===== config.mk =====
export PLATFORM = sky130hd
export DESIGN_NAME = tpbe_cfg
export DESIGN_NICKNAME = d
export VERILOG_FILES = /design/src/rtl/tpbe_pkg.sv /design/src/rtl/tpbe_cfg.sv
export SDC_FILE = /design/constraint.sdc
export NUM_CORES = 1
export LEC_CHECK = 0
export BUFFER_PORTS_ARGS = -buffer_cell sky130_fd_sc_hd__buf_2
export CAP_MARGIN = 30
export CELL_PAD_IN_SITES_DETAIL_PLACEMENT = 0
export CELL_PAD_IN_SITES_GLOBAL_PLACEMENT = 2
export CORE_MARGIN = 8
export CORE_UTILIZATION = 36
export CTS_CLUSTER_DIAMETER = 50
export DETAILED_ROUTE_END_ITERATION = 6
export PLACE_DENSITY = 0.76
export REMOVE_ABC_BUFFERS = 1
export SYNTH_ARGS = -nofsm -noshare
export SYNTH_HDL_FRONTEND = slang
export SYNTH_SLANG_ARGS = --single-unit

===== constraint.sdc =====
create_clock -name clk -period 0.9 [get_ports clk]
set_clock_uncertainty 0.1 [all_clocks]
set_input_delay 0.09 -clock clk [delete_from_list [all_inputs] [get_ports clk]]
set_output_delay 0.09 -clock clk [all_outputs]
set_load 0.05 [all_outputs]

===== src/rtl/tpbe_pkg.sv =====
// Shared types, codes and reset values of the tape pulse block encoder.
package tpbe_pkg;

	// Default bytes per buffer bank
	localparam int BUF_DEPTH_DEF = 256;

	// Top bit of a byte, first bit sent
	localparam logic [7:0] BIT_MASK_TOP = 8'h80;

	// Register reset values
	localparam logic [15:0] PILOT_PULSE_LEN_RST    = 16'd2168;
	localparam logic [15:0] SYNC_FIRST_LEN_RST     = 16'd667;
	localparam logic [15:0] SYNC_SECOND_LEN_RST    = 16'd735;
	localparam logic [15:0] FINAL_PULSE_LEN_RST    = 16'd945;
	localparam logic [15:0] ONE_BIT_LEN_RST        = 16'd1710;
	localparam logic [15:0] ZERO_BIT_LEN_RST       = 16'd855;
	localparam logic [15:0] HEADER_PILOT_COUNT_RST = 16'd8063;
	localparam logic [15:0] DATA_PILOT_COUNT_RST   = 16'd3223;

	// Configuration register indexes
	typedef enum logic [2:0] {
		REG_PILOT_PULSE_LEN    = 3'd0,
		REG_SYNC_FIRST_LEN     = 3'd1,
		REG_SYNC_SECOND_LEN    = 3'd2,
		REG_FINAL_PULSE_LEN    = 3'd3,
		REG_ONE_BIT_LEN        = 3'd4,
		REG_ZERO_BIT_LEN       = 3'd5,
		REG_HEADER_PILOT_COUNT = 3'd6,
		REG_DATA_PILOT_COUNT   = 3'd7
	} reg_idx_t;

	// Request commands
	typedef enum logic [1:0] {
		CMD_TICK  = 2'd0,
		CMD_LOAD  = 2'd1,
		CMD_START = 2'd2,
		CMD_NOP   = 2'd3
	} cmd_t;

	// Block stages, one-hot
	typedef enum logic [6:0] {
		ST_PILOT  = 7'b0000001,
		ST_SYNC1  = 7'b0000010,
		ST_SYNC2  = 7'b0000100,
		ST_DATA   = 7'b0001000,
		ST_FINAL1 = 7'b0010000,
		ST_FINAL2 = 7'b0100000,
		ST_FINISH = 7'b1000000
	} stage_t;

	// Timing configuration handed to the core
	typedef struct packed {
		logic [15:0] pilot_pulse_len;
		logic [15:0] sync_first_len;
		logic [15:0] sync_second_len;
		logic [15:0] final_pulse_len;
		logic [15:0] one_bit_len;
		logic [15:0] zero_bit_len;
		logic [15:0] header_pilot_count;
		logic [15:0] data_pilot_count;
	} cfg_t;

endpackage


===== src/rtl/tpbe_cfg.sv =====
// Configuration register file of the tape pulse block encoder.
module tpbe_cfg
	import tpbe_pkg::*;
(
	input  logic       clk,
	input  logic       arst_n,
	input  logic       wr_en,
	input  logic [2:0] wr_index,
	input  logic [15:0] wr_data,
	output cfg_t       cfg
);

	cfg_t cfg_q;

	assign cfg = cfg_q;

	// Register writes
	always_ff @(posedge clk or negedge arst_n) begin
		if (!arst_n) begin
			cfg_q.pilot_pulse_len    <= PILOT_PULSE_LEN_RST;
			cfg_q.sync_first_len     <= SYNC_FIRST_LEN_RST;
			cfg_q.sync_second_len    <= SYNC_SECOND_LEN_RST;
			cfg_q.final_pulse_len    <= FINAL_PULSE_LEN_RST;
			cfg_q.one_bit_len        <= ONE_BIT_LEN_RST;
			cfg_q.zero_bit_len       <= ZERO_BIT_LEN_RST;
			cfg_q.header_pilot_count <= HEADER_PILOT_COUNT_RST;
			cfg_q.data_pilot_count   <= DATA_PILOT_COUNT_RST;
		end else if (wr_en) begin
			case (reg_idx_t'(wr_index))
				REG_PILOT_PULSE_LEN:    cfg_q.pilot_pulse_len    <= wr_data;
				REG_SYNC_FIRST_LEN:     cfg_q.sync_first_len     <= wr_data;
				REG_SYNC_SECOND_LEN:    cfg_q.sync_second_len    <= wr_data;
				REG_FINAL_PULSE_LEN:    cfg_q.final_pulse_len    <= wr_data;
				REG_ONE_BIT_LEN:        cfg_q.one_bit_len        <= wr_data;
				REG_ZERO_BIT_LEN:       cfg_q.zero_bit_len       <= wr_data;
				REG_HEADER_PILOT_COUNT: cfg_q.header_pilot_count <= wr_data;
				REG_DATA_PILOT_COUNT:   cfg_q.data_pilot_count   <= wr_data;
				default: ;
			endcase
		end
	end

endmodule


==> impl_metrics.ini <==
[clocking]
htreeDepth = 4
cts.sinks = 128
cts_tree = built
cts_made_buffers = 17
worstSkewPairLatency_ns = 0.41
clk_pin_slew_ns = 0.05
clock_path_buffers = 2
root_buffer = clkbuf_16

[route]
post-route-drc-count = 0
drt_iter0_drc = 165
routedWlPerCell_um = 21.4
wirelength_um = 15000
num_vias = 3298
ant_nets = 0
drt-vias-per-instance = 4.70
dr.pass1.iters = 4

[placement]
dp_hpwl_um = 9610
place_inst = 619
place.gp.congestion = 0.714
io_buffers = 149

[synthesis]
syn_area_um2 = 4990
ys.warnings.count = 0
avgSynthCellArea_um2 = 17.9
syn_inst = 279
ys_seq_elements = 128
ys_seq_area_frac = 0.657
ys_types = 12

[critical_path]
cp_max_fo = 2
rr_startpoint = cfg[124]$_DFFE_PN0P_
cp.required_ns = 0.71
rr_endpoint = cfg[124]$_DFFE_PN0P_
endpoint_kind = output pin
critPathKind = reg2out
cp_slowest_cell = dfstp_2
ff2ff_path_depth = 2
path_cells = buf_8
crit_family = flip-flops
crit_arrival_ns = 1.13
crit_start = cfg[117]$_DFFE_PN1P_
reg2reg_slack_ns = -0.12
start_kind = register
cp_num_buf_inv = 1
max_stage_delay_ns = 0.56

[global_route]
grt_max_degree = 66
grt_util_all_layers = 0.171
grt_pass1_vias = 3641
antenna_found_initial = 0
grt_first_pass_wirelength_um = 23000
gr-total-overflow = 0

[finish]
utilization = 0.631
multi_input_area_um2 = 1810
drive_gt1_frac = 0.831
nFillCells = 1024
fin_nets = 530
instances_no_fill = 701
areaGrowthSynthToFinish_pct = 73.5
ff_latch_area_um2 = 3280
largest_reg_flops = 128
insertedDiodeCount = 0

[floorplanning]
die_w_um = 134
initial_core_util = 0.364
ios = 150
die_area_um2 = 17900
core_area_um2 = 13700
std_cell_rows = 43
die_y_um = 134

[timing]
rsz0062_at_grt = yes
period_share = 1.47
hold_viol = 0
finalSetupViolations = 170
fin_ws_ns = -0.419
tightest_slew_ns = 0.355
max_freq_mhz = 758
drv_slew = 0
period_minus_slack_ns = 1.32
relSlewSlack = 0.763

[power]
pwr_density_cell_nw_per_um2 = 3110
vdd_drop_max_mv = 1.83
leakagePower_nw = 3.98

[hold_path]
whs_endpoint = cfg[122]$_DFFE_PN0P_
min_path_cells = 4
min_from = wr_index[1]
min_path_type = in2reg

[flow_run]
maxCapViolCount = 0

[outcome]
status = finished with violations
violations = negative setup slack
-- layer usage --
metal,share of wire,vias to the layer above,GRT usage,routed length [um]
li1,-,1458,-,-
met1,0.40,1727,0.196,5960
met2,0.51,95,0.282,7620
met3,0.081,18,0.0727,1220
met4,0.014,0,0.0599,206
met5,0,-,0,0
-- power by group --
part	switching, mW	internal (mW)
clock network	2.43	4.94
logic	6.08	4.78
registers	1.15	7.49
total	9.66	17.2
-- cell usage in the layout, fill, tap and decap left out, drive strengths merged --
cell type    netlist  routed
buf               15     208
dlygate4sd3        0      17
clkinvlp           0       1
nand4b             3       3
nor4bb             3       3
dfstp             58      58
nand4              1       1
nor4b              1       1
dfrtp             70      70
bufinv             0       2
mux2             128     128
clkbuf             0      26
clkinv             0       3
-- how the worst max path moves through the flow --
| stage | to | slack, ns | cells after the start |
|---|---|---|---|
| 2_1_floorplan | cfg[101]$_DFFE_PN0P_ | -1.49 | 2 |
| 3_3_place_gp | cfg[104]$_DFFE_PN0P_ | -0.53 | 4 |
| 3_5_place_dp | cfg[106]$_DFFE_PN0P_ | -0.56 | 4 |
| 4_1_cts | cfg[117] | -0.44 | 1 |
| 5_1_grt | cfg[105] | -0.46 | 1 |
| 6_report | cfg[117] | -0.42 | 1 |
-- logic make-up (layout without fill, tap and decap cells) --
family,after synthesis,after routing,synth area share
flops,128,128,0.657
buf+inv,15,257,0.0243
simple gates,8,8,0.0223
mux,128,128,0.297
-- synth_stat cells, drive strengths merged --
cell type  count  area, um2
mux2         128       1480
dfrtp         70       1750
dfstp         58       1520
buf           15        121
nand4b         3       45.0
nor4bb         3       30.0
nand4          1       12.5
nor4b          1       23.8
-- area by class of cell --
cell class,count,share of cell area
clock buffer,26,0.0662
timing repair buffer,225,0.310
sequential,128,0.379
tap,180,0.0260
clock inverter,6,0.00998
multi-input combinational,136,0.209
-- through the flow --
step | hold slack [ns] | power, mW | area, um2 | setup TNS [ns] | setup WS [ns]
after detailed placement | 0.00672 | 16.3 | 6220 | -61.87 | -0.560
final | 0.107 | 26.9 | 8650 | -43.82 | -0.419
after global placement | 0.00104 | 16.2 | 6220 | -58.67 | -0.531
after CTS | 0.102 | 26.6 | 8390 | -45.04 | -0.442
after floorplan | -0.306 | 14.0 | 4870 | -92.78 | -1.49
after global routing | 0.0945 | 27.9 | 8650 | -49.16 | -0.456
-- timing repair --
item | 4_1_cts | 5_1_grt
pin swaps | 3 | 2
endpoints found under the setup margin | 215 | 187
resized for setup | 353 | 45
setup buffers | 16 | 20
hold buffers | 17 | 0
hold endpoints to repair | 256 | 0
gates cloned | 3 | 0
Note: power is estimated with default switching activity, not from simulation.
