`src/rtl/tpbe_ram.sv`:
```
// Generic simple RAM: one write port, two registered read ports.
module tpbe_ram #(
	parameter int WIDTH  = 8,
	parameter int DEPTH  = 512,
	parameter int ADDR_W = (DEPTH > 1) ? $clog2(DEPTH) : 1
) (
	input  logic              clk,
	input  logic              we,
	input  logic [ADDR_W-1:0] waddr,
	input  logic [WIDTH-1:0]  wdata,
	input  logic [ADDR_W-1:0] raddr_a,
	input  logic [ADDR_W-1:0] raddr_b,
	output logic [WIDTH-1:0]  rdata_a,
	output logic [WIDTH-1:0]  rdata_b
);

	logic [WIDTH-1:0] mem [DEPTH];

	// Write and read, read data returns old contents on a collision
	always_ff @(posedge clk) begin
		if (we) begin
			mem[waddr] <= wdata;
		end
		rdata_a <= mem[raddr_a];
		rdata_b <= mem[raddr_b];
	end

endmodule

```
`config.mk`:
```
export PLATFORM = sky130hd
export DESIGN_NAME = tpbe_ram
export DESIGN_NICKNAME = d
export VERILOG_FILES = /design/src/rtl/tpbe_ram.sv
export SDC_FILE = /design/constraint.sdc
export NUM_CORES = 2
export LEC_CHECK = 0
export BUFFER_PORTS_ARGS = -buffer_cell sky130_fd_sc_hd__buf_4
export CAP_MARGIN = 30
export CORE_ASPECT_RATIO = 1.5
export CORE_MARGIN = 3
export CORE_UTILIZATION = 35
export DETAILED_ROUTE_END_ITERATION = 10
export PLACE_DENSITY_LB_ADDON = 0.12
export SETUP_SLACK_MARGIN = 0.2
export SLEW_MARGIN = 30
export SYNTH_ARGS = -nofsm -noshare
export SYNTH_HDL_FRONTEND = slang
export SYNTH_SLANG_ARGS = --single-unit
```
`constraint.sdc`:
```
create_clock -name clk -period 3.3 [get_ports clk]
set_input_delay 0.66 -clock clk [delete_from_list [all_inputs] [get_ports clk]]
set_output_delay 0.66 -clock clk [all_outputs]
set_load 0.005 [all_outputs]
```
==> flow_metrics.tcl <==
set metrics [dict create \
    pwr_density_cell_nw_per_um2 502 \
    insertion_delay_ns 1.10 \
    std_cell_rows 335 \
    cts-root-to-sink-buffers 4 \
    synth.area.top_cells "sky130_fd_sc_hd__edfxtp_1 63%, sky130_fd_sc_hd__mux4_2 16%, sky130_fd_sc_hd__mux2i_1 7.1%" \
    detail_route.first_pass.iterations 6 \
    timing.critical_path.required_ns 4.28 \
    power_switching_share 0.245 \
    ys_warn_count 0 \
    vdd_ir_drop_max_mv 0.483 \
    crit-reg2reg-capture "rdata_a[1]$_DFF_P_" \
    maxSlewViolCount 0 \
    cts_tree "built" \
    synthAdderAreaFrac 0 \
    min_delay_worst_endpoint "mem[222][0]$_DFFE_PP_" \
    synth.cell_area_um2 196000 \
    synth.avg_cell_area_um2 17.1 \
    critical_path_peak_fanout 2 \
    synth_seq_area_share 0.630 \
    seq_power_share 0.483 \
    worst-endpoint-arrival_ns 4.13 \
    max_clock_freq_mhz 317 \
    count_of_clock_tree_sinks 4112 \
    power.share.combinational 0.102 \
    post_route_cells_drive_above_1_share 0.340 \
    internal-power_w 0.0902 \
    worst-slew-pin-transition_ns 1.00 \
    power.share.clock 0.415 \
    power_w 0.119 \
    net_total_in_the_final_layout 13600 \
    rr_worst_depth 10 \
    synth_fp_nets 11500 \
    rsz0062_at_grt "false" \
    grt_first_pass_wirelength_um 1120000 \
    wl_per_cell_um 38.8 \
    grt_start_max_net_pins 127 \
    yosys.area.top_type "sky130_fd_sc_hd__edfxtp_1" \
    final.hold.worst_slack_ns 0.0288 \
    synth_simple_gate_area_frac 0.0441 \
    synth_top_area_frac 0.629 \
    cts.reportedPaths.clkPinSlew_ns 0.06 \
    flops_latches_synth 4112 \
    layout.cells.most_common_list "4096 x sky130_fd_sc_hd__edfxtp_1, 2244 x sky130_fd_sc_hd__buf_4, 1393 x sky130_fd_sc_hd__mux2i_1" \
    floorplan.die.width_um 617 \
    area_delta_synth_final_pct 21.5 \
    maxSlewHeadroom 0.328 \
    run_status "finished clean" \
    routed-via-count 128000 \
    finalWorstPathRequiredPeriod_ns 3.15 \
    drt_wl_total_um 826000 \
    final.period_utilization 0.956 \
    floorplan.die.height_um 922 \
    net-switching-power_w 0.0293 \
    post-dp-hpwl_um 604000 \
    antenna_found_initial 44 \
    critical_path.reg2reg.startpoint "mem[471][1]$_DFFE_PP_" \
    number_of_instances_in_the_synthesized_netlist 11500 \
    worstHoldPathCells 1 \
    layoutNonFillerInstCount 21300 \
    placement.io_buffers 52 \
    detail_route.vias_per_cell 6.00 \
    synth-async-reset-ratio 0 \
    min-delay-path-class "in2reg" \
    main_combinational_cell_family_by_area_after_synthesis "multiplexers" \
    synthXorXnorAreaFrac 0 \
    design.die.area_um2 568000 \
    timing.final.setup_violations 0 \
    synthMuxAreaShare 0.231 \
    timing.setup.critical_path_class "reg2reg" \
    reg_to_reg_slack_setup_ns 0.15 \
    timing.max_cap.violations 0 \
    cts_inserted_buffers 425 \
    leading_cell_type_in_the_layout_fill_and_taps_excluded "sky130_fd_sc_hd__edfxtp_1" \
    compound_gate_fraction_of_synth_area 0.0642 \
    timing.final.ws_setup_ns 0.147 \
    finish.utilization 0.428 \
    dpl.cell_count 20500 \
    remaining_drc_errors 0 \
    floorplan.initialDensity 0.352 \
    top_level_ports 53 \
    drt_first_iter_violations 14300 \
    placeableCoreArea_um2 556000 \
    synth_enable_flop_cells 4096 \
    post_synth_num_cell_types 80 \
    clock-skew-final_ns 0.0586 \
    holdCritStartpoint "wdata[0]" \
    static-leakage-power_nw 80.6 \
    finalWeightedCongestion 0.991 \
    grt_total_usage 0.285 \
    clock_tree.htree_level_count 5 \
    via_count_of_the_first_global_routing_pass 134000 \
    critical_path.endpoint_type "flop" \
    detail-route-antenna-nets 0 \
    post-place-ws_ns -1.35 \
    startpoint_type "flop" \
    globalRouteOverflowTotal 0 \
    synth-main-ff-cell "sky130_fd_sc_hd__edfxtp_1" \
    hold_violations 0 \
    cts_root_buffer "sky130_fd_sc_hd__clkbuf_16" \
]
synth_stat cells, types with 12 or more instances:
master                      number
sky130_fd_sc_hd__and2_1         52
sky130_fd_sc_hd__edfxtp_1     4096
sky130_fd_sc_hd__clkbuf_1      426
sky130_fd_sc_hd__a22o_1         26
sky130_fd_sc_hd__o21ai_1        20
sky130_fd_sc_hd__a211o_1        16
sky130_fd_sc_hd__a2111oi_0      29
sky130_fd_sc_hd__o2111ai_1      13
sky130_fd_sc_hd__o21a_1         26
sky130_fd_sc_hd__a211oi_1      115
sky130_fd_sc_hd__nor2_1        679
sky130_fd_sc_hd__buf_2         152
sky130_fd_sc_hd__buf_4          90
sky130_fd_sc_hd__o2bb2ai_1      15
sky130_fd_sc_hd__buf_12         24
sky130_fd_sc_hd__a21oi_1       284
sky130_fd_sc_hd__o221ai_1      511
sky130_fd_sc_hd__a221o_1        12
sky130_fd_sc_hd__nor3b_1        16
sky130_fd_sc_hd__nand2b_1       32
sky130_fd_sc_hd__buf_6         160
sky130_fd_sc_hd__nand3_1        76
sky130_fd_sc_hd__nand2_1       285
sky130_fd_sc_hd__nor2b_1        20
sky130_fd_sc_hd__mux2i_1      1393
sky130_fd_sc_hd__nor4_1         92
sky130_fd_sc_hd__o21ai_0       155
sky130_fd_sc_hd__nand4_1        82
sky130_fd_sc_hd__a31oi_1        28
sky130_fd_sc_hd__mux4_2       1379
sky130_fd_sc_hd__o22ai_1       380
sky130_fd_sc_hd__buf_1          79
sky130_fd_sc_hd__and3_1         19
sky130_fd_sc_hd__or2_1          15
sky130_fd_sc_hd__nor3_1        379
sky130_fd_sc_hd__buf_8          23
sky130_fd_sc_hd__dfxtp_1        16
sky130_fd_sc_hd__a21o_1         13
sky130_fd_sc_hd__a22oi_1        36
sky130_fd_sc_hd__o31ai_1        29
sky130_fd_sc_hd__o32ai_1        15
logic make-up (layout without fill, tap and decap cells):
kind of cell / Yosys count / after routing
AOI/OAI and AO/OA: 1775 / 1775
buffers and inverters: 961 / 3396
DFF: 4112 / 4112
muxes: 2780 / 2780
other: 0 / 19
and+or+nand+nor: 1823 / 1823
registers in the layout, indices dropped and copies added, names as in the netlist:
signal and cells:
rdata_a 8, rdata_b 8, mem 4096
worst max-delay path by stage:
stage                           from                  to  slack, ns
5_1_grt        mem[470][5]$_DFFE_PP_  rdata_a[5]$_DFF_P_       0.21
3_3_place_gp              raddr_a[0]  rdata_a[2]$_DFF_P_      -1.57
3_5_place_dp              raddr_a[0]  rdata_a[2]$_DFF_P_      -1.35
6_report       mem[471][1]$_DFFE_PP_  rdata_a[1]$_DFF_P_       0.15
2_1_floorplan             raddr_a[0]  rdata_a[2]$_DFF_P_       0.55
4_1_cts                   raddr_a[0]  rdata_a[5]$_DFF_P_       0.21
critical path: stages (launching register included):
cell	delay, ns
sky130_fd_sc_hd__edfxtp_1	0.39
sky130_fd_sc_hd__mux2i_1	0.29
sky130_fd_sc_hd__o221ai_1	0.18
sky130_fd_sc_hd__buf_4	0.19
sky130_fd_sc_hd__a21oi_1	0.66
sky130_fd_sc_hd__a2111oi_0	0.19
sky130_fd_sc_hd__nand4_1	0.31
sky130_fd_sc_hd__buf_4	0.17
sky130_fd_sc_hd__nand4_1	0.19
sky130_fd_sc_hd__buf_4	0.24
sky130_fd_sc_hd__and4b_1	0.21
per-layer routing:
layer / track usage / vias to the layer above / share of wire
met1: 0.330 / 68300 / 0.36
met5: 0 / - / 0.000098
met2: 0.493 / 5494 / 0.50
li1: - / 52600 / -
met3: 0.0355 / 1567 / 0.057
met4: 0.192 / 12 / 0.083
per-stage QoR:
step                cell area [um^2]  TNS [ns]
CTS                           237000         0
detailed placement            223000    -16.24
global route                  238000         0
floorplan                     196000         0
finish                        238000         0
global placement              223000    -17.20
power groups by stage:
stage	clock [W]	sequential, W	combinational (W)
6_report	0.0496	0.0576	0.0122
5_1_grt	0.0525	0.0576	0.0125
4_1_cts	0.0505	0.0576	0.0121
3_5_place_dp	0	0.0587	0.0121
3_3_place_gp	0	0.0587	0.0120
2_1_floorplan	0	0.0587	0.00540
area by class of cell:
| type | instances | area (um^2) |
|---|---|---|
| Clock inverter | 269 | 2920 |
| Sequential cell | 4112 | 123000 |
| Inverter | 7 | 51.3 |
| Clock buffer | 504 | 11100 |
| Antenna cell | 19 | 47.5 |
| Multi-Input combinational cell | 6378 | 66900 |
| Fill cell | 50000 | 318000 |
| Tap cell | 7414 | 9280 |
| Timing Repair Buffer | 2616 | 24100 |
timing repair:
action	4_1_cts	5_1_grt
buffers inserted	7	7
endpoints found under the hold margin	16	0
setup endpoints to repair	10	12
gates resized for setup	21	23
pin swaps	2	6
hold buffers	4	0
cloned	0	2
Power figures use the tool's default switching activity.
