### src/rtl/tpbe_pkg.sv
// Shared types, codes and reset values of the tape pulse block encoder.
package tpbe_pkg;

	// Default bytes per buffer bank
	localparam int BUF_DEPTH_DEF = 256;

	// Top bit of a byte, first bit sent
	localparam logic [7:0] BIT_MASK_TOP = 8'h80;

	// Register reset values
	localparam logic [15:0] PILOT_PULSE_LEN_RST    = 16'd2168;
	localparam logic [15:0] SYNC_FIRST_LEN_RST     = 16'd667;
	localparam logic [15:0] SYNC_SECOND_LEN_RST    = 16'd735;
	localparam logic [15:0] FINAL_PULSE_LEN_RST    = 16'd945;
	localparam logic [15:0] ONE_BIT_LEN_RST        = 16'd1710;
	localparam logic [15:0] ZERO_BIT_LEN_RST       = 16'd855;
	localparam logic [15:0] HEADER_PILOT_COUNT_RST = 16'd8063;
	localparam logic [15:0] DATA_PILOT_COUNT_RST   = 16'd3223;

	// Configuration register indexes
	typedef enum logic [2:0] {
		REG_PILOT_PULSE_LEN    = 3'd0,
		REG_SYNC_FIRST_LEN     = 3'd1,
		REG_SYNC_SECOND_LEN    = 3'd2,
		REG_FINAL_PULSE_LEN    = 3'd3,
		REG_ONE_BIT_LEN        = 3'd4,
		REG_ZERO_BIT_LEN       = 3'd5,
		REG_HEADER_PILOT_COUNT = 3'd6,
		REG_DATA_PILOT_COUNT   = 3'd7
	} reg_idx_t;

	// Request commands
	typedef enum logic [1:0] {
		CMD_TICK  = 2'd0,
		CMD_LOAD  = 2'd1,
		CMD_START = 2'd2,
		CMD_NOP   = 2'd3
	} cmd_t;

	// Block stages, one-hot
	typedef enum logic [6:0] {
		ST_PILOT  = 7'b0000001,
		ST_SYNC1  = 7'b0000010,
		ST_SYNC2  = 7'b0000100,
		ST_DATA   = 7'b0001000,
		ST_FINAL1 = 7'b0010000,
		ST_FINAL2 = 7'b0100000,
		ST_FINISH = 7'b1000000
	} stage_t;

	// Timing configuration handed to the core
	typedef struct packed {
		logic [15:0] pilot_pulse_len;
		logic [15:0] sync_first_len;
		logic [15:0] sync_second_len;
		logic [15:0] final_pulse_len;
		logic [15:0] one_bit_len;
		logic [15:0] zero_bit_len;
		logic [15:0] header_pilot_count;
		logic [15:0] data_pilot_count;
	} cfg_t;

endpackage

### src/rtl/tpbe_core.sv
// Stage sequencer, buffer bookkeeping and output register of the encoder.
module tpbe_core
	import tpbe_pkg::*;
#(
	parameter int BUF_DEPTH = BUF_DEPTH_DEF,
	parameter int ADDR_W    = (2 * BUF_DEPTH > 1) ? $clog2(2 * BUF_DEPTH) : 1
) (
	input  logic              clk,
	input  logic              arst_n,
	input  cfg_t              cfg,
	// request channel
	input  logic              in_valid,
	output logic              in_stall,
	input  logic [1:0]        command,
	input  logic [7:0]        data_byte,
	input  logic              last_byte,
	input  logic              block_type,
	// result channel
	output logic              out_valid,
	input  logic              out_stall,
	output logic              level,
	output logic [15:0]       period_states,
	output logic              finished,
	output logic              buffer_empty,
	// byte store
	output logic              ram_we,
	output logic [ADDR_W-1:0] ram_waddr,
	output logic [7:0]        ram_wdata,
	output logic [ADDR_W-1:0] ram_raddr_a,
	output logic [ADDR_W-1:0] ram_raddr_b,
	input  logic [7:0]        ram_rdata_a,
	input  logic [7:0]        ram_rdata_b
);

	// Count width holds the depth itself
	localparam int CW = $clog2(BUF_DEPTH + 1);

	// Store address of an entry of a bank
	function automatic logic [ADDR_W-1:0] store_addr(input logic bank,
	                                                input logic [CW-1:0] idx);
		logic [ADDR_W-1:0] base;
		base = bank ? ADDR_W'(BUF_DEPTH) : '0;
		return base + ADDR_W'(idx);
	endfunction

	// State registers
	logic          fill_bank_q, fill_bank_n;
	logic [CW-1:0] fill_count_q, fill_count_n;
	logic [CW-1:0] fill_length_q, fill_length_n;
	logic [CW-1:0] send_length_q, send_length_n;
	logic [CW-1:0] send_index_q, send_index_n;
	logic [7:0]    bit_mask_q, bit_mask_n;
	logic [7:0]    shift_byte_q, shift_byte_n;
	stage_t        stage_q, stage_n;
	logic [15:0]   pulse_counter_q, pulse_counter_n;
	logic          half_wave_up_q, half_wave_up_n;
	logic          bit_value_q, bit_value_n;
	logic [15:0]   half_period_q, half_period_n;

	// Forwarding of a load into the swap-side read
	logic          fwd_hit_q;
	logic [7:0]    fwd_data_q;
	logic [7:0]    swap_byte;

	// Output register
	logic          out_valid_q;
	logic          level_q;
	logic [15:0]   period_q;
	logic          finished_q;
	logic          empty_q;

	// Data-stage work values
	logic          accept;
	logic          lvl;
	logic          swap_go;
	logic          bit_v;
	logic [CW-1:0] slen_v;
	logic [CW-1:0] sidx_v;
	logic [7:0]    mask_v;
	logic [7:0]    shift_v;

	assign in_stall  = out_valid_q & out_stall;
	assign accept    = in_valid & ~in_stall;
	assign swap_byte = fwd_hit_q ? fwd_data_q : ram_rdata_b;

	// Next state for the accepted request
	always_comb begin
		fill_bank_n     = fill_bank_q;
		fill_count_n    = fill_count_q;
		fill_length_n   = fill_length_q;
		send_length_n   = send_length_q;
		send_index_n    = send_index_q;
		bit_mask_n      = bit_mask_q;
		shift_byte_n    = shift_byte_q;
		stage_n         = stage_q;
		pulse_counter_n = pulse_counter_q;
		half_wave_up_n  = half_wave_up_q;
		bit_value_n     = bit_value_q;
		half_period_n   = half_period_q;
		lvl             = 1'b0;
		swap_go         = 1'b0;
		bit_v           = 1'b0;
		slen_v          = send_length_q;
		sidx_v          = send_index_q;
		mask_v          = bit_mask_q;
		shift_v         = shift_byte_q;
		ram_we          = 1'b0;
		ram_waddr       = store_addr(fill_bank_q, fill_count_q);
		ram_wdata       = data_byte;

		if (accept) begin
			case (cmd_t'(command))
				CMD_TICK: begin
					case (stage_q)
						ST_PILOT: begin
							half_period_n = cfg.pilot_pulse_len;
							if (!half_wave_up_q) begin
								pulse_counter_n = pulse_counter_q - 16'd1;
								if (pulse_counter_n == '0) begin
									stage_n = ST_SYNC1;
								end
							end
							lvl            = half_wave_up_q;
							half_wave_up_n = ~half_wave_up_q;
						end
						ST_SYNC1: begin
							half_period_n = cfg.sync_first_len;
							stage_n       = ST_SYNC2;
							lvl           = 1'b1;
						end
						ST_SYNC2: begin
							half_period_n = cfg.sync_second_len;
							stage_n       = ST_DATA;
						end
						ST_DATA: begin
							if (half_wave_up_q && send_length_q == '0 && bit_mask_q == '0
									&& fill_length_q == '0) begin
								// nothing left to send: final pulse
								half_period_n = cfg.final_pulse_len;
								stage_n       = ST_FINAL1;
								lvl           = 1'b1;
							end else begin
								if (half_wave_up_q) begin
									// swap banks when the send side is dry
									if (send_length_q == '0 && bit_mask_q == '0) begin
										swap_go       = 1'b1;
										fill_bank_n   = ~fill_bank_q;
										slen_v        = fill_length_q;
										sidx_v        = '0;
										fill_length_n = '0;
										fill_count_n  = '0;
									end
									// fetch the next byte
									if (mask_v == '0) begin
										mask_v  = BIT_MASK_TOP;
										shift_v = swap_go ? swap_byte : ram_rdata_a;
										sidx_v  = sidx_v + CW'(1);
										if (sidx_v == slen_v) begin
											slen_v = '0;
										end
									end
									bit_v         = |(shift_v & mask_v);
									bit_mask_n    = mask_v >> 1;
									shift_byte_n  = shift_v;
									send_length_n = slen_v;
									send_index_n  = sidx_v;
									bit_value_n   = bit_v;
								end
								half_period_n  = bit_value_n ? cfg.one_bit_len : cfg.zero_bit_len;
								lvl            = half_wave_up_q;
								half_wave_up_n = ~half_wave_up_q;
							end
						end
						ST_FINAL1: stage_n = ST_FINAL2;
						ST_FINAL2: stage_n = ST_FINISH;
						ST_FINISH: begin
							fill_length_n = '0;
							send_length_n = '0;
							send_index_n  = '0;
							bit_mask_n    = '0;
							half_period_n = '0;
						end
						default: ;
					endcase
				end
				CMD_LOAD: begin
					if (fill_count_q < CW'(BUF_DEPTH)) begin
						ram_we       = 1'b1;
						fill_count_n = fill_count_q + CW'(1);
					end
					if (last_byte) begin
						fill_length_n = fill_count_n;
						fill_count_n  = '0;
					end
				end
				CMD_START: begin
					stage_n         = ST_PILOT;
					pulse_counter_n = block_type ? cfg.data_pilot_count
					                             : cfg.header_pilot_count;
				end
				default: ;
			endcase
		end
	end

	// Read addresses follow the next state so data is ready for the next request
	assign ram_raddr_a = store_addr(~fill_bank_n, send_index_n);
	assign ram_raddr_b = store_addr(fill_bank_n, '0);

	// Control state
	always_ff @(posedge clk or negedge arst_n) begin
		if (!arst_n) begin
			fill_bank_q     <= 1'b0;
			fill_count_q    <= '0;
			fill_length_q   <= '0;
			send_length_q   <= '0;
			send_index_q    <= '0;
			bit_mask_q      <= '0;
			shift_byte_q    <= '0;
			stage_q         <= ST_FINISH;
			pulse_counter_q <= '0;
			half_wave_up_q  <= 1'b0;
			bit_value_q     <= 1'b0;
			half_period_q   <= '0;
			fwd_hit_q       <= 1'b0;
			out_valid_q     <= 1'b0;
		end else begin
			fill_bank_q     <= fill_bank_n;
			fill_count_q    <= fill_count_n;
			fill_length_q   <= fill_length_n;
			send_length_q   <= send_length_n;
			send_index_q    <= send_index_n;
			bit_mask_q      <= bit_mask_n;
			shift_byte_q    <= shift_byte_n;
			stage_q         <= stage_n;
			pulse_counter_q <= pulse_counter_n;
			half_wave_up_q  <= half_wave_up_n;
			bit_value_q     <= bit_value_n;
			half_period_q   <= half_period_n;
			fwd_hit_q       <= ram_we && (ram_waddr == ram_raddr_b);
			out_valid_q     <= accept | (out_valid_q & out_stall);
		end
	end

	// Payload registers
	always_ff @(posedge clk) begin
		fwd_data_q <= ram_wdata;
		if (accept) begin
			level_q    <= lvl;
			period_q   <= half_period_n;
			finished_q <= (stage_n == ST_FINISH);
			empty_q    <= (fill_length_n == '0);
		end
	end

	assign out_valid     = out_valid_q;
	assign level         = level_q;
	assign period_states = period_q;
	assign finished      = finished_q;
	assign buffer_empty  = empty_q;

endmodule

### config.mk
export PLATFORM = sky130hd
export DESIGN_NAME = tpbe_core
export DESIGN_NICKNAME = d
export VERILOG_FILES = /design/src/rtl/tpbe_pkg.sv /design/src/rtl/tpbe_core.sv
export SDC_FILE = /design/constraint.sdc
export NUM_CORES = 1
export LEC_CHECK = 0
export BUFFER_PORTS_ARGS = -buffer_cell sky130_fd_sc_hd__buf_2
export CAP_MARGIN = 20
export CORE_UTILIZATION = 37
export CTS_CLUSTER_SIZE = 30
export DETAILED_ROUTE_END_ITERATION = 10
export PLACE_DENSITY = 0.65
export SYNTH_ARGS = -nofsm -noshare
export SYNTH_HDL_FRONTEND = slang
export SYNTH_SLANG_ARGS = --single-unit
### constraint.sdc
create_clock -name clk -period 5.1 [get_ports clk]
set_input_delay 0.765 -clock clk [delete_from_list [all_inputs] [get_ports clk]]
set_output_delay 0.765 -clock clk [all_outputs]
set_load 0.005 [all_outputs]
==> results of run 1 <==
## registers in the layout, summed over array words and instances, names as in the netlist, 7 cells and up
| name | count |
|---|---|
| fill_count_q | 9 |
| stage_q | 7 |
| send_length_q | 9 |
| bit_mask_q | 7 |
| half_period_q | 16 |
| shift_byte_q | 7 |
| fill_length_q | 9 |
| send_index_q | 9 |
| pulse_counter_q | 16 |
| period_states | 16 |
| fwd_data_q | 8 |
## metrics by stage
| step | power (mW) | hold WS (ns) | util [%] | instance area [sq um] | cells |
|---|---|---|---|---|---|
| 2_1_floorplan | 1.91 | 0.469 | - | 7540 | 844 |
| 3_3_place_gp | 2.17 | 0.505 | 43.5 | 8540 | 1247 |
| 3_5_place_dp | 2.18 | 0.505 | 43.5 | 8540 | 1247 |
| 4_1_cts | 3.35 | 0.437 | 46.3 | 9100 | 1279 |
| 5_1_grt | 3.52 | 0.446 | 46.3 | 9100 | 1279 |
| 6_report | 3.32 | 0.423 | 46.3 | 9100 | 1279 |
## power by group through the flow
stage                     Combinational [mW]  Clock [mW]  Sequential, mW
after CTS                              0.792        1.18            1.38
after detailed placement               0.785           0            1.40
after global placement                 0.776           0            1.39
after floorplan                        0.591           0            1.32
final                                  0.789        1.15            1.38
after global routing                   0.885        1.23            1.41
## synthesized netlist by cell type, drive strengths merged (11+ instances only)
| master | count | share of area (%) |
|---|---|---|
| xor2 | 11 | 1.3 |
| xnor2 | 16 | 1.9 |
| a21oi | 43 | 2.9 |
| o21ai | 39 | 2.8 |
| nor3 | 18 | 1.6 |
| a31oi | 22 | 1.8 |
| o31ai | 11 | 1.3 |
| nor2 | 68 | 3.6 |
| nand3 | 32 | 2.2 |
| clkbuf | 34 | 1.7 |
| nand2 | 121 | 6.0 |
| dfrtp | 93 | 31 |
| and3 | 29 | 2.4 |
| edfxtp | 19 | 7.6 |
| inv | 18 | 0.90 |
| mux2i | 18 | 2.4 |
| a222oi | 16 | 2.1 |
| buf | 47 | 4.4 |
| o22a | 12 | 1.4 |
## area by class of cell
cell class / instances / area, sq um
Tap cell: 265 / 332
Timing Repair Buffer: 219 / 1130
Clock buffer: 19 / 433
Sequential cell: 121 / 3080
Inverter: 18 / 67.6
Multi-Input combinational cell: 624 / 3930
Fill cell: 1940 / 10500
Clock inverter: 13 / 130
## final timing paths
check | start | cells past startpoint | to
min | arst_n | 1 | pulse_counter_q[10]
max in group asynchronous | arst_n | 2 | stage_q[6]
max reg2reg | send_length_q[3] | 12 | send_length_q[7]
min reg2reg | shift_byte_q[0] | 1 | shift_byte_q[0]
max | send_length_q[3] | 12 | ram_raddr_a[8]
min in group clk | data_byte[7] | 1 | fwd_data_q[7]
## layer usage
layer	track usage [%]	vias to the layer above	wire [microns]
li1	-	3362	-
met1	25.3	3275	9160
met2	35.5	261	10400
met3	4.64	26	1380
met4	6.98	0	269
met5	0	-	0
## cell families after synthesis
family                   share of synthesized area (%)
multiplexers                                      3.60
flip-flops                                        41.1
adder cells (fa/ha/maj)                          0.833
buffers and inverters                             7.05
other                                           0.0499
AND/OR/NAND/NOR                                   22.8
XOR/XNOR                                          3.15
AO/OA/AOI/OAI                                     21.5
==> metrics.md, run 1 <==
| Metric | Value |
|---|---|
| Run status | finished, final reports clean |
| Clk Latency, worst-skew pair | between 0.4 and 0.5 ns |
| Avg Synthesized Cell Area | roughly 9 sq um |
| Power share of the clock group | about a third |
| Final Hold Viols | 0 |
| CP Max Fanout | 9 |
| Worst-Margin Slew | about 1.0 ns |
| WP data arrival | ~3.9 ns |
| Reg power frac | ~42% |
| Synthesis Warnings | 0 |
| Setup TNS | 0 ns |
| Antenna viol nets, final | 0 |
| Std-Cell Rows | a little over 50 |
| Vias in the first global route | 6505 |
| Num Clock Sinks | 121 |
| Post-layout min period | approximately 4.6 ns |
| Crit start category | flop |
| Yosys cell types | 83 |
| Grt total ovfl | 0 |
| Ys async rst share | between 70% and 80% |
| Initial core utilization | a little under two fifths |
| P_int | about 2.3 mW |
| Total iterations of the first detailed-routing run | 6 |
| Total CTS buffers | 17 |
| Crit. End Element | output port |
| Largest net degree at the start of global routing | 61 |
| Max_slew headroom | 30.8% |
| Pre-CTS setup slack | ~0.8 ns |
| Final setup fails | 0 |
| RSZ-0062 raised after global routing | false |
| Ports | around 220 |
| Max cap viols | 0 |
| Clock buffer depth | 2 |
| Number of remaining DRC errors | 0 |
| Global-route wire length before repair | roughly 33000 microns |
| Layout cells sized above 1 | between 20% and 30% |
| Net Switching | between 1 and 1.5 mW |
| Critical path's largest stage delay | around 0.46 ns |
| Pwr per Cell Area | 365 nW/um^2 |
| Post-route setup slack | 0.454 ns |
| Ys flop type | dfrtp_1 |
| Crit share post-route | about nine tenths |
| DP Wirelength | between 15000 and 20000 microns |
| P_leak | slightly above 4 nW |
| Sw Ratio | 31.9% |
| Layout area overhead | 21.2% |
| Post-CTS Setup Bufs | 0 |
| CTS Root Buffer Type | clkbuf_16 |
| Post-CTS sizing | 0 |
| Nets | roughly 1200 |
| Routability cong. | between 0.9 and 1 |
| Worst-path clk slew | 0.06 ns |
| Most frequent cells in the layout | buf_2 (207), nand2_1 (121), dfrtp_1 (93) |
| Clock Skew | ~0.008 ns |
| Fin. max-slew vios | 0 |
| Max VDD drop | about 0.25 mV |
| Routed WL | 21200 microns |
| Synth Register Bits | 121 |
| Family with the most delay on the worst path | simple AND/OR/NAND/NOR gates |
| Buf/Inv on CP | 1 |
| CTS tree | yes |
| CP Cell Sequence | nor4_1 > and3_1 > nand2_1 > and2_1 > ha_1 > and3_1 > and3_1 > nor2_1 > o21ai_1 > a31oi_1 > xnor2_1 > buf_2 |
| Reg-to-reg slack, setup | 0.73 ns |
| Core region area | 19700 sq um |
| Initial drt markers | roughly 540 |
| Die Y | 144 microns |
| Buffers on Ports | 208 |
| Depth of the CTS H-tree | 4 |
| Hold_buf cts | 0 |
| Routed len/inst | around 17 microns |
| Post-synthesis cell count | 837 |
| N_diodes | 0 |
| Die area | around 21000 sq um |
| CP required | roughly 4.3 ns |
| Die width | approximately 140 microns |
| Gate power share | between 20% and 30% |
| Crit-path slowest cell | and3_1 |
| Worst hold path type | input port to async pin |
| Sequential fraction of the synthesis area | 41.1% |
| Crit Path Category | flop to output port |
| Fmax | 215 MHz |
| Total GRT Usage | 20.6% |
| Via count of the routed design | 6924 |
| Most common cell after layout, fill and taps aside | buf_2 |
| Synthesized cell area | between 7000 and 8000 sq um |
| Via density | 5.41 |
| CP most frequent cell | and3_1 |
| Initial antenna violation count | 0 |
| Post-synth EDFFs | 19 |
No activity file was read; power rests on OpenSTA's default activity.
==> run 2: changes to the inputs <==
- CORE_ASPECT_RATIO: default -> 1.1
==> run 2 against run 1 <==
Worst setup slack worse by 0.064 ns. Count of clock-buffer cells in the layout down 2. Register-to-register slack worse by 0.06 ns. Critical path depth stayed put. Clock skew about the same. Wire length increased by 0.92%. Die area hardly changed. Sequential share of layout area fell by 0.070 points. Core utilization is 0.40 points lower. Largest power group unchanged.
==> metrics.md, run 2 (synthesis results as in run 1) <==
| Metric | Value |
|---|---|
| CTS tree | yes (unchanged) |
| Max_slew headroom | 29.8% (was 30.8%) |
| Pwr per Cell Area | 374 nW/um^2 (was 365 nW/um^2) |
| Total iterations of the first detailed-routing run | 6 (unchanged) |
| Buffers on Ports | 208 (unchanged) |
| Clock buffer depth | 2 (unchanged) |
| DP Wirelength | 15600 microns (was 15400 microns) |
| Num Clock Sinks | 121 (unchanged) |
| Antenna viol nets, final | 0 (unchanged) |
| Routed WL | 21400 microns (was 21200 microns) |
| RSZ-0062 raised after global routing | false (unchanged) |
| Total CTS buffers | 17 (unchanged) |
| Total GRT Usage | 20.7% (was 20.6%) |
| Nets | 1165 (was 1166) |
| WP data arrival | 3.95 ns (was 3.88 ns) |
| Most frequent cells in the layout | buf_2 (208), nand2_1 (121), dfrtp_1 (93) (was buf_2 (207), nand2_1 (121), dfrtp_1 (93)) |
| Final Hold Viols | 0 (unchanged) |
| Post-layout min period | 4.71 ns (was 4.65 ns) |
| Crit. Startpoint | send_length_q[3] (unchanged) |
| Run status | finished, final reports clean (unchanged) |
| Global-route wire length before repair | 33000 microns (about the same) |
| Max VDD drop | 0.240 mV (was 0.251 mV) |
| Final setup fails | 0 (unchanged) |
| Ports | 217 (unchanged) |
| Worst-path clk slew | 0.06 ns (about the same) |
| Setup TNS | 0 ns (unchanged) |
| Crit share post-route | 92.4% (was 91.1%) |
| Die width | 138 microns (was 144 microns) |
| P_leak | 4.03 nW (about the same) |
| Die area | 20900 sq um (about the same) |
| Via count of the routed design | 7014 (was 6924) |
| Std-Cell Rows | 54 (was 51) |
| Core region area | 19900 sq um (was 19700 sq um) |
| CP required | 4.34 ns (about the same) |
| CP Max Fanout | 9 (unchanged) |
| Via density | 5.54 (was 5.41) |
| CTS Root Buffer Type | clkbuf_16 (unchanged) |
| Die Y | 151 microns (was 144 microns) |
| Most common cell after layout, fill and taps aside | buf_2 (unchanged) |
| Routed len/inst | 16.9 microns (was 16.6 microns) |
| Initial core utilization | 37.8% (was 38.2%) |
| Clock Skew | 0.00806 ns (was 0.00820 ns) |
| Layout cells sized above 1 | 28.0% (was 28.1%) |
| Number of remaining DRC errors | 0 (unchanged) |
| DP Area | 8500 sq um (was 8540 sq um) |
| Clk Latency, worst-skew pair | 0.41 ns (was 0.42 ns) |
| Crit start category | flop (unchanged) |
| N_diodes | 0 (unchanged) |
| Routability cong. | 0.931 (was 0.934) |
| Layout area overhead | 21.5% (was 21.2%) |
| Design area | 9120 sq um (was 9100 sq um) |
| Largest net degree at the start of global routing | 53 (was 61) |
| Crit. End Element | output port (unchanged) |
| Max cap viols | 0 (unchanged) |
| Depth of the CTS H-tree | 4 (unchanged) |
| Fin. max-slew vios | 0 (unchanged) |
| Hold_buf cts | 0 (unchanged) |
| Initial drt markers | 644 (was 539) |
| Post-CTS Setup Bufs | 0 (unchanged) |
| Post-CTS sizing | 0 (unchanged) |
| Worst r2r src | send_length_q[3] (unchanged) |
| Worst hold path type | input port to async pin (unchanged) |
| Grt total ovfl | 0 (unchanged) |
| Fmax | 212 MHz (was 215 MHz) |
| Worst-Margin Slew | 1.05 ns (was 1.04 ns) |
| Crit Path Category | flop to output port (unchanged) |
| Vias in the first global route | 6414 (was 6505) |
| Initial antenna violation count | 0 (unchanged) |
-- run 2: changes by cell type in the layout (fill, tap and decap cells not counted), sizes merged --
cell      before  now
bufinv         2    4
clkbuf        19   17
buf          219  218
clkinv         7    6
clkinvlp       4    5
-- run 2: per-layer routing --
| layer | vias to the layer above | share of wire (%) | track usage (%) |
|---|---|---|---|
| met4 | 0 | 2.0 | 6.58 |
| li1 | 3383 | - | - |
| met2 | 266 | 51 | 37.4 |
| met3 | 30 | 6.1 | 4.22 |
| met1 | 3335 | 41 | 24.3 |
| met5 | - | 0 | 0 |
-- run 2: final timing paths --
path	endpoint	slack (ns)	cells past startpoint
max	ram_raddr_a[8]	0.39	12
min	pulse_counter_q[9]	0.34	1
max reg2reg	send_length_q[1]	0.67	12
min reg2reg	shift_byte_q[1]	0.52	1
max in group asynchronous	fill_count_q[4]	3.64	2
min in group clk	fwd_data_q[2]	0.46	1
-- run 2: metrics by stage --
step                      hold slack, ns  total power, mW  cells  util, %  setup slack [ns]
after CTS                          0.344             3.44   1263     45.9             0.429
after global routing               0.385             3.62   1265     45.9             0.154
final                              0.340             3.41   1265     45.9             0.389
after floorplan                    0.469             1.91    844        -              1.16
after global placement             0.508             2.17   1231     42.8             0.887
after detailed placement           0.509             2.18   1231     42.8             0.780
-- run 2: layout make-up --
type	count	area [sq um]
Multi-Input combinational cell	624	3930
Sequential cell	121	3080
Inverter	18	67.6
Timing Repair Buffer	218	1120
Tap cell	252	315
Clock inverter	15	183
Clock buffer	17	425
Fill cell	1955	10700
-- run 2: critical path: stages, from the launching register on --
cell     delay (ns)
dfrtp_1        0.44
nor4_1         0.52
and3_1         0.47
nand2_1        0.30
and2_1         0.25
ha_1           0.27
and3_1         0.23
and3_1         0.23
nor2_1         0.09
o21ai_1        0.07
a31oi_1        0.34
xnor2_1        0.18
buf_2          0.14
-- run 2: report_power, final --
group          internal [mW]  switching, mW  leakage, nW
logic                  0.358          0.433         2.32
registers               1.19          0.192         1.43
clock network          0.807          0.433        0.281
total                   2.36           1.06         4.03
==> run 3: changes to the inputs <==
- CELL_PAD_IN_SITES_DETAIL_PLACEMENT: default -> 0
- CELL_PAD_IN_SITES_GLOBAL_PLACEMENT: default -> 1
- PLACE_DENSITY: 0.65 -> 0.82
==> run 3 against run 2 <==
Worst setup slack improved by 0.19 ns. Global-route usage up 0.29 points. Count of clock-buffer cells in the layout grew 1. Critical path depth did not move. Register-to-register slack better by 0.08 ns.
==> metrics.md, run 3 (synthesis results as in run 1) <==
| Metric | Value |
|---|---|
| WP data arrival | 3.75 ns (was 3.95 ns) |
| Routability cong. | 0.932 (was 0.931) |
| Net Switching | 1.07 mW (was 1.06 mW) |
| Initial antenna violation count | 0 (unchanged) |
| Crit share post-route | 88.6% (was 92.4%) |
| Via density | 5.44 (was 5.54) |
| P_int | 2.42 mW (was 2.36 mW) |
| Setup TNS | 0 ns (unchanged) |
| Run status | finished, final reports clean (unchanged) |
| Routed len/inst | 16.7 microns (was 16.9 microns) |
| RSZ-0062 raised after global routing | false (unchanged) |
| N_diodes | 0 (unchanged) |
| Max_slew headroom | 32.1% (was 29.8%) |
| Worst-Margin Slew | 1.01 ns (was 1.05 ns) |
| Routed WL | 21100 microns (was 21400 microns) |
| Grt total ovfl | 0 (unchanged) |
| Clock Skew | 0.0102 ns (was 0.00806 ns) |
| Ports | 217 (unchanged) |
| Fillcell total | 1946 (was 1955) |
| Buffers on Ports | 208 (unchanged) |
| Crit. End Element | output port (unchanged) |
| Total iterations of the first detailed-routing run | 5 (was 6) |
| Std-Cell Rows | 54 (unchanged) |
| GRT met1 Usage | 25.7% (was 24.3%) |
| Reg power frac | 39.4% (was 40.5%) |
| Clk Latency, worst-skew pair | 0.42 ns (was 0.41 ns) |
| Number of remaining DRC errors | 0 (unchanged) |
| Post-CTS sizing | 0 (unchanged) |
| Worst r2r src | send_length_q[3] (unchanged) |
| Antenna viol nets, final | 0 (unchanged) |
| Max cap viols | 0 (unchanged) |
| Worst-path clk slew | 0.06 ns (about the same) |
| Pwr per Cell Area | 381 nW/um^2 (was 374 nW/um^2) |
| Nets | 1165 (unchanged) |
| Most common cell after layout, fill and taps aside | buf_2 (unchanged) |
| Placed insts | 1232 (was 1231) |
| RR Endpoint | send_length_q[2] (was send_length_q[1]) |
| CP endpoint | ram_raddr_a[8] (unchanged) |
| GR peak layer | met2 (unchanged) |
| Final Hold Viols | 0 (unchanged) |
| Post-layout min period | 4.52 ns (was 4.71 ns) |
| Fmax | 221 MHz (was 212 MHz) |
| Hold_buf cts | 0 (unchanged) |
| Clock buffer depth | 2 (unchanged) |
| Final setup fails | 0 (unchanged) |
| Final cell count without fillers | 1265 (unchanged) |
| Layout area overhead | 22.1% (was 21.5%) |
| Gate power share | 22.6% (was 23.2%) |
| Initial core utilization | 37.8% (unchanged) |
| Total GRT Usage | 21.0% (was 20.7%) |
| Depth of the CTS H-tree | 4 (unchanged) |
| Max VDD drop | 0.218 mV (was 0.240 mV) |
| Crit start category | flop (unchanged) |
| Reg-to-reg slack, setup | 0.75 ns (was 0.67 ns) |
| CP Max Fanout | 9 (unchanged) |
| Hold WS | 0.418 ns (was 0.340 ns) |
| Most frequent cells in the layout | buf_2 (208), nand2_1 (121), dfrtp_1 (93) (unchanged) |
| DP Wirelength | 15500 microns (was 15600 microns) |
| Die width | 138 microns (unchanged) |
| Met2 usage | 36.3% (was 37.4%) |
| Vias in the first global route | 6577 (was 6414) |
| Largest net degree at the start of global routing | 61 (was 53) |
| R2R cell count | 12 (unchanged) |
| CTS tree | yes (unchanged) |
| Core region area | 19900 sq um (unchanged) |
| CTS Root Buffer Type | clkbuf_16 (unchanged) |
| Die area | 20900 sq um (unchanged) |
| P_leak | 4.06 nW (was 4.03 nW) |
| Initial drt markers | 450 (was 644) |
| Total CTS buffers | 17 (unchanged) |
| Sw Ratio | 30.7% (was 31.0%) |
| Num Clock Sinks | 121 (unchanged) |
| Fin. max-slew vios | 0 (unchanged) |
| Layout cells sized above 1 | 28.2% (was 28.0%) |
| CP required | 4.34 ns (about the same) |
| Global-route wire length before repair | 33600 microns (was 33000 microns) |
| Crit Path Category | flop to output port (unchanged) |
| Die Y | 151 microns (unchanged) |
| Via count of the routed design | 6884 (was 7014) |
| Met3 Use GR | 4.12% (was 4.22%) |
| Post-CTS Setup Bufs | 0 (unchanged) |
| Worst hold path type | input port to async pin (unchanged) |
| Power share of the clock group | 37.9% (was 36.3%) |
| Crit. Startpoint | send_length_q[3] (unchanged) |
run 3: cell count changes in the layout (fill, tap and decap cells not counted), sizes merged:
cell and delta:
clkinvlp -3, bufinv +1, inv +2, clkinv -1, clkbuf +1
run 3: power groups by stage:
stage          clock [mW]  combinational, mW  sequential [mW]
6_report             1.32              0.791             1.38
4_1_cts              1.36              0.798             1.38
3_5_place_dp            0              0.794             1.39
3_3_place_gp            0              0.785             1.39
2_1_floorplan           0              0.591             1.32
5_1_grt              1.40              0.895             1.41
run 3: worst min path at each step:
stage,from,endpoint,slack (ns),cells past startpoint
2_1_floorplan,arst_n,bit_mask_q[0],0.47,0
3_3_place_gp,shift_byte_q[0],shift_byte_q[0],0.51,1
3_5_place_dp,shift_byte_q[0],shift_byte_q[0],0.50,1
4_1_cts,data_byte[0],fwd_data_q[0],0.43,1
5_1_grt,data_byte[5],fwd_data_q[5],0.44,1
6_report,arst_n,fill_count_q[6],0.42,1
run 3: critical path, stage by stage (launching register included):
cell and delay [ns]:
dfrtp_1 0.43, nor4_1 0.45, and3_1 0.47, nand2_1 0.30, and2_1 0.25, ha_1 0.28
and3_1 0.22, and3_1 0.22, nor2_1 0.10, o21ai_1 0.06, a31oi_1 0.26, xnor2_1 0.14
buf_2 0.13
run 3: cell type report:
cell class | instances | area [sq um] | share of cell area [%]
timing repair buffer | 218 | 1120 | 12.2
tap | 252 | 315 | 3.44
inverter | 18 | 67.6 | 0.737
sequential | 121 | 3080 | 33.6
multi-input combinational | 624 | 3930 | 42.9
clock buffer | 18 | 429 | 4.68
clock inverter | 14 | 221 | 2.42
run 3: routing by layer:
layer	wire [microns]	vias up	part of all wire [%]
li1	-	3373	-
met1	9190	3279	43
met2	10500	205	50
met3	1050	27	5.0
met4	384	0	1.8
met5	0	-	0
run 3: per-stage QoR:
stage	util [%]	total power, mW	cell area [sq um]	worst slack (ns)
after detailed placement	42.8	2.19	8510	0.769
after global placement	42.8	2.17	8510	0.876
after CTS	46.1	3.53	9160	0.574
after global routing	46.1	3.70	9170	0.248
after floorplan	-	1.91	7540	1.16
final	46.1	3.49	9170	0.582
